==> src/hw/rtl/jvsi_pkg.sv <==
// ----------------------------------------------------------------------------
// jvsi_pkg
// Types, constants and tables shared by the setpoint integrator modules.
// ----------------------------------------------------------------------------
`default_nettype none

package jvsi_pkg;

  localparam int TRIG_ITERATIONS_DEF = 16;
  localparam int ATAN_ENTRIES        = 24;
  localparam int ATAN_IDX_W          = 5;

  localparam logic OP_TICK = 1'b0;
  localparam logic OP_LOAD = 1'b1;

  localparam logic signed [19:0] PI_Q13     = 20'sd25736;
  localparam logic signed [19:0] TWO_PI_Q13 = 20'sd51472;
  localparam logic [16:0]        ALPHA_ONE  = 17'd65536;

  localparam logic signed [34:0] HALF_PI_Q30 = 35'sd1686629713;
  localparam logic signed [34:0] PI_Q30      = 35'sd3373259426;
  localparam logic signed [33:0] CORDIC_GAIN = 34'sd652032874;

  typedef enum logic [2:0] {
    REG_MAX_HSPEED = 3'd0,
    REG_MAX_VSPEED = 3'd1,
    REG_MAX_YAW    = 3'd2,
    REG_DT         = 3'd3,
    REG_ALPHA      = 3'd4
  } cfg_idx_t;

  typedef struct packed {
    logic               operation;
    logic signed [15:0] axis_forward;
    logic signed [15:0] axis_lateral;
    logic signed [15:0] axis_vertical;
    logic signed [15:0] axis_turn;
    logic               speed_assist;
    logic               turn_assist;
    logic signed [15:0] assist_forward;
    logic signed [15:0] assist_lateral;
    logic signed [15:0] assist_vertical;
    logic signed [15:0] assist_turn_rate;
    logic               active;
  } in_t;

  typedef struct packed {
    logic signed [31:0] set_x;
    logic signed [31:0] set_y;
    logic signed [31:0] set_z;
    logic signed [31:0] set_vx;
    logic signed [31:0] set_vy;
    logic signed [31:0] set_vz;
    logic signed [15:0] set_yaw;
    logic [31:0]        sequence_res;
  } out_t;

  // Control for one multiply-accumulate issue.
  typedef struct packed {
    logic issue;
    logic clr;
    logic sh16;
    logic neg;
  } mac_ctl_t;

  // Arctangent of 2^-i in Q2.30.
  function automatic logic [30:0] atan_q30(input logic [ATAN_IDX_W-1:0] idx);
    logic [30:0] r;
    case (idx)
      5'd0:  r = 31'd843314856;
      5'd1:  r = 31'd497837829;
      5'd2:  r = 31'd263043836;
      5'd3:  r = 31'd133525158;
      5'd4:  r = 31'd67021686;
      5'd5:  r = 31'd33543515;
      5'd6:  r = 31'd16775850;
      5'd7:  r = 31'd8388437;
      5'd8:  r = 31'd4194282;
      5'd9:  r = 31'd2097149;
      5'd10: r = 31'd1048575;
      5'd11: r = 31'd524287;
      5'd12: r = 31'd262143;
      5'd13: r = 31'd131071;
      5'd14: r = 31'd65535;
      5'd15: r = 31'd32767;
      5'd16: r = 31'd16383;
      5'd17: r = 31'd8191;
      5'd18: r = 31'd4095;
      5'd19: r = 31'd2047;
      5'd20: r = 31'd1023;
      5'd21: r = 31'd511;
      5'd22: r = 31'd255;
      5'd23: r = 31'd127;
      default: r = 31'd0;
    endcase
    return r;
  endfunction

endpackage

`default_nettype wire

==> src/hw/rtl/jvsi_mac.sv <==
// ----------------------------------------------------------------------------
// jvsi_mac
// Shared 34x18 signed multiplier with a registered product and a 64-bit
// accumulator. An issue lands in it after its product is registered.
// ----------------------------------------------------------------------------
`default_nettype none

module jvsi_mac (
  input  wire logic               clk,
  input  wire logic               rst_n,
  input  wire jvsi_pkg::mac_ctl_t ctl,
  input  wire logic signed [33:0] a,
  input  wire logic signed [17:0] b,
  output logic signed [63:0]      acc
);

  logic signed [51:0] prod_r;
  jvsi_pkg::mac_ctl_t ctl_r;
  logic signed [63:0] acc_r;
  logic signed [63:0] term;
  logic signed [63:0] acc_nxt;

  always_comb begin
    if (ctl_r.sh16) begin
      term = {prod_r[47:0], 16'd0};
    end else begin
      term = {{12{prod_r[51]}}, prod_r};
    end
    if (ctl_r.neg) begin
      term = -term;
    end
    acc_nxt = (ctl_r.clr ? 64'sd0 : acc_r) + term;
  end

  always_ff @(posedge clk) begin
    if (!rst_n) begin
      ctl_r <= '0;
    end else begin
      ctl_r <= ctl;
    end
    prod_r <= a * b;
    if (ctl_r.issue) begin
      acc_r <= acc_nxt;
    end
  end

  assign acc = acc_r;

endmodule

`default_nettype wire

==> config.mk <==
export PLATFORM = sky130hd
export DESIGN_NAME = jvsi_mac
export DESIGN_NICKNAME = d
export VERILOG_FILES = /design/src/hw/rtl/jvsi_pkg.sv /design/src/hw/rtl/jvsi_mac.sv
export SDC_FILE = /design/constraint.sdc
export NUM_CORES = 2
export LEC_CHECK = 0
export ABC_AREA = 1
export BUFFER_PORTS_ARGS = -buffer_cell sky130_fd_sc_hd__buf_2
export CORE_ASPECT_RATIO = 0.8
export CORE_MARGIN = 2
export CORE_UTILIZATION = 66
export DETAILED_ROUTE_END_ITERATION = 10
export PLACE_DENSITY = 0.84
export SETUP_SLACK_MARGIN = 0.05
export SLEW_MARGIN = 10
export SYNTH_ARGS = -nofsm -noshare
export SYNTH_HDL_FRONTEND = slang
export SYNTH_SLANG_ARGS = --single-unit
==> constraint.sdc <==
create_clock -name clk -period 7.17 [get_ports clk]
set_input_delay 1.0755 -clock clk [delete_from_list [all_inputs] [get_ports clk]]
set_output_delay 1.0755 -clock clk [all_outputs]
set_load 0.05 [all_outputs]
# Word-level counts from Yosys, hierarchy flattened
# Index checks and enable logic that the tools add are counted.
# Widths: inputs -> output; s select.
[classes]
n_addsub = 2
n_mul = 1
div_mod_pow = 0
magnitude_cmp = 0
n_eq_ne = 0
shifts = 0
n_mux = 3
bitwise_logic = 0
n_reduce_logical = 0
[op_table]
columns = ["cell", "count"]
rows = [
  ["$mux 64", 3],
  ["$add 64x64->64", 1],
  ["$neg 64->64", 1],
  ["$mul 34x18->52", 1],
]
[word_totals]
regBits = 120
latchBits = 0
ram_bits = 0
rom_bits = 0
input_bits = 58
output_inout_bits = 64
elab_cells = 12
mem_count = 0

# Depth between registers and ports, before layout
[logic_depth]
word_depth = 4
ltp_mapped = 29

# Least setup slack after synthesis
# Ideal clock, no wire load.
[synth_path]
path_type = "input port to flip-flop"
startpoint = "input port a[33]"
endpoint = "register prod_r[51]"
setup_time_ns = 0.058
arrival_ns = 6.390
t_required_ns = 7.112
slack_ns = 0.722
cell_stages = 22
path_buffers = 2
path_cell_list = "clkbuf_1 -> clkbuf_1 -> nand2_1 -> fa_1 -> inv_1 -> fa_1 -> inv_1 -> fa_1 -> fa_1 -> fa_1 -> fa_1 -> inv_1 -> ha_1 -> nand2_1 -> nor2_1 -> inv_1 -> or2_2 -> nor2_1 -> nand3_1 -> nand3_1 -> nand2_1 -> nand2_1"
[synth_between]
elab_chain_len = 1
[synth_rtl]
columns = ["item", "line", "source"]
rows = [
  ["from (decl)", "jvsi_mac.sv:12", "input wire logic signed [33:0] a,"],
  ["$mul 34x18->52", "jvsi_mac.sv:41", "prod_r <= a * b;"],
  ["to (signal assigned)", "jvsi_mac.sv:41", ""],
  ["to (decl)", "jvsi_mac.sv:17", "logic signed [51:0] prod_r;"],
]
# No other way between the ends.
# A chain may end at the register's enable or synchronous reset.

# Worst setup path in the final report
[layout_path]
startpoint = "input port b[4]"
endpoint = "register prod_r[51]"
[layout_between]
elab_chain_len = 1
[layout_rtl]
columns = ["item", "line", "source"]
rows = [
  ["from (decl)", "jvsi_mac.sv:13", "input wire logic signed [17:0] b,"],
  ["$mul 34x18->52", "jvsi_mac.sv:41", ""],
]
# No other way between the ends.

==> reports/metrics.csv <==
metric,value,unit
max-cap-violations,0,
hold_path.class,reg2reg,
core_region_area,50700,um2
r2r_slack,1810,ps
cts.path.max_buffers,2,
holdPathEnd,acc[0],
r2r_start,ctl_r[1],
fp.dieW,257,um
outcome,"finished, final reports clean",
setup_violations,0,
die_area,52900,um2
syn_area,33700,um2
hold_buffers,0,
rows,74,
place.gp.congestion,1.01,
worstHoldStart,acc[0],
slowest_delay,820,ps
clock-sinks,120,
postRouteAntennaNets,0,
grt_setup_unrepaired,false,
ioPinCount,122,
layout-drive-gt1-share,4.43,%
period_share,92.7,%
antenna_found_initial,0,
vias_per_cell,5.50,
gr-total-overflow,0,
skew,15.1,ps
ys_warn_count,0,
fmax,150,MHz
cp_max_fo,30,
start_util,66.5,%
clk_pin_slew,70,ps
postCtsSetupBuffers,0,
grt_max_degree,67,
setup_tns,0,ps
worstMarginPinSlew,1050,ps
maxSlewHeadroom,30.3,%
nets,5744,
yosys.area.top_type,fa_1,
netlist_instances,4895,
synth_seq_area_share,9.02,%
hold_depth,3,
ctsRootBufferMaster,clkbuf_16,
setup.worst_path.end_class,flop,
synth.avg_cell_area,6.89,um2
drcViolationCount,0,
ys.flop_type,edfxtp_1,
via_count,30872,
drt-total-wl,103000,um
dpl_cell_area,34900,um2
postLayoutCoreUtil,70.0,%
rr_worst_depth,21,
port_buffers,121,
synth.area.top_cells,"fa_1 (35%), nand2_1 (15%), inv_1 (15%), ha_1 (7.0%), edfxtp_1 (5.7%)",
die_y,206,um
syn_nets,5728,
cts_tree,done,
crit_path_start_kind,input port,
clock_latency,460,ps
synth-async-reset-ratio,0,%
synth_top_area_share,34.8,%
min_period,6650,ps
ctsResizeCount,0,
grt_pass1_vias,30770,
crit_type,in2reg,
cp_common_cell,fa_1,
cp_cell_sequence,buf_2 -> nand2_1 -> inv_1 -> fa_1 -> fa_1 -> inv_1 -> fa_1 -> inv_1 -> fa_1 -> fa_1 -> fa_1 -> ha_1 -> nand2_1 -> nor2_1 -> inv_1 -> or2_2 -> nor2_1 -> nand3_1 -> nand3_1 -> nand2_1 -> nand2_1,
fin_cells,5608,
syn_to_final_growth,5.34,%
drtIter0Drc,3428,
worstPathArrival,7050,ps
finalMaxSlewViolations,0,
cts_buffers,17,
hold_viol,0,
ys_types,38,
synthMostInstantiatedCell,nand2_1,
r2r_end,acc[44],
gr-usage-all-layers,40.2,%
hpwl,87900,um
n_antenna_cell,0,
place_inst,5576,
htreeDepth,4,
fin_area,35500,um2
slowest_stage,fa_1,
ys_ff_latch,120,
synth_commonest_cells,"nand2_1 (1383), inv_1 (1323), fa_1 (586), nor2_1 (433), ha_1 (189)",
synth_edf_count,64,
grt_first_pass_wirelength,164000,um
cp.required,7570,ps
wl_per_cell,18.4,um
drt_pass1_iterations,9,
==> kinds of logic (layout without fill, tap and decap cells) <==
| kind of cell | after synthesis | after routing | share of synthesized area (%) |
|---|---|---|---|
| buf+inv | 1494 | 1523 | 16.7 |
| flops | 120 | 120 | 9.02 |
| simple gates | 2044 | 2044 | 23.9 |
| compound gates | 342 | 342 | 5.39 |
| xor+xnor | 120 | 120 | 3.12 |
| fa+ha+maj | 775 | 775 | 41.8 |
==> metrics by stage <==
stage               setup WS (ps)  hold WS (ps)
floorplan                     722           746
global placement              237           694
detailed placement            124           724
CTS                           577           741
global route                  214           827
finish                        522           751
==> cells in the final DEF (no fill, tap or decap), types with 96 or more instances in the layout <==
cell     netlist  routed
nand2_1     1383    1383
inv_1       1323    1323
fa_1         586     586
nor2_1       433     433
ha_1         189     189
a21oi_1      166     166
nand3_1      129     129
buf_2          8     121
o21ai_0      112     112
xor2_1        96      96
==> layout make-up <==
type | instances | area (um2)
Sequential cell | 120 | 3050
Timing Repair Buffer | 164 | 1020
Tap cell | 684 | 856
Clock buffer | 17 | 425
Multi-Input combinational cell | 3281 | 25000
Clock inverter | 15 | 168
Inverter | 1327 | 4980
Fill cell | 4380 | 15200
==> worst max-delay path by stage <==
stage / from / end / cells past startpoint / slack [ps]
after global routing: b[3] / prod_r[51] / 21 / 210
after CTS: b[3] / prod_r[51] / 21 / 580
after detailed placement: b[3] / prod_r[51] / 21 / 120
after floorplan: a[33] / prod_r[51] / 22 / 720
final: b[4] / prod_r[51] / 21 / 520
after global placement: b[3] / prod_r[47] / 20 / 240
==> per-layer routing <==
metal / up-vias / global-route usage, % / share of wire, %
li1: 14191 / - / -
met1: 14661 / 59.4 / 44
met2: 1852 / 57.6 / 40
met3: 168 / 13.4 / 14
met4: 0 / 8.18 / 1.8
met5: - / 0 / 0
==> state kept, by name (all words and copies together) (netlist names) <==
signal  count
prod_r     52
ctl_r       4
acc        64
==> critical path: cells and delay by family <==
family | cells | cell delay (ps)
buffers and inverters | 5 | 960
AND/OR/NAND/NOR | 9 | 1290
adder cells (fa/ha/maj) | 7 | 3680
Power is left out: the tool's default activity adds up to more than one toggle a clock period on the data nets, which glitch-free logic cannot reach.
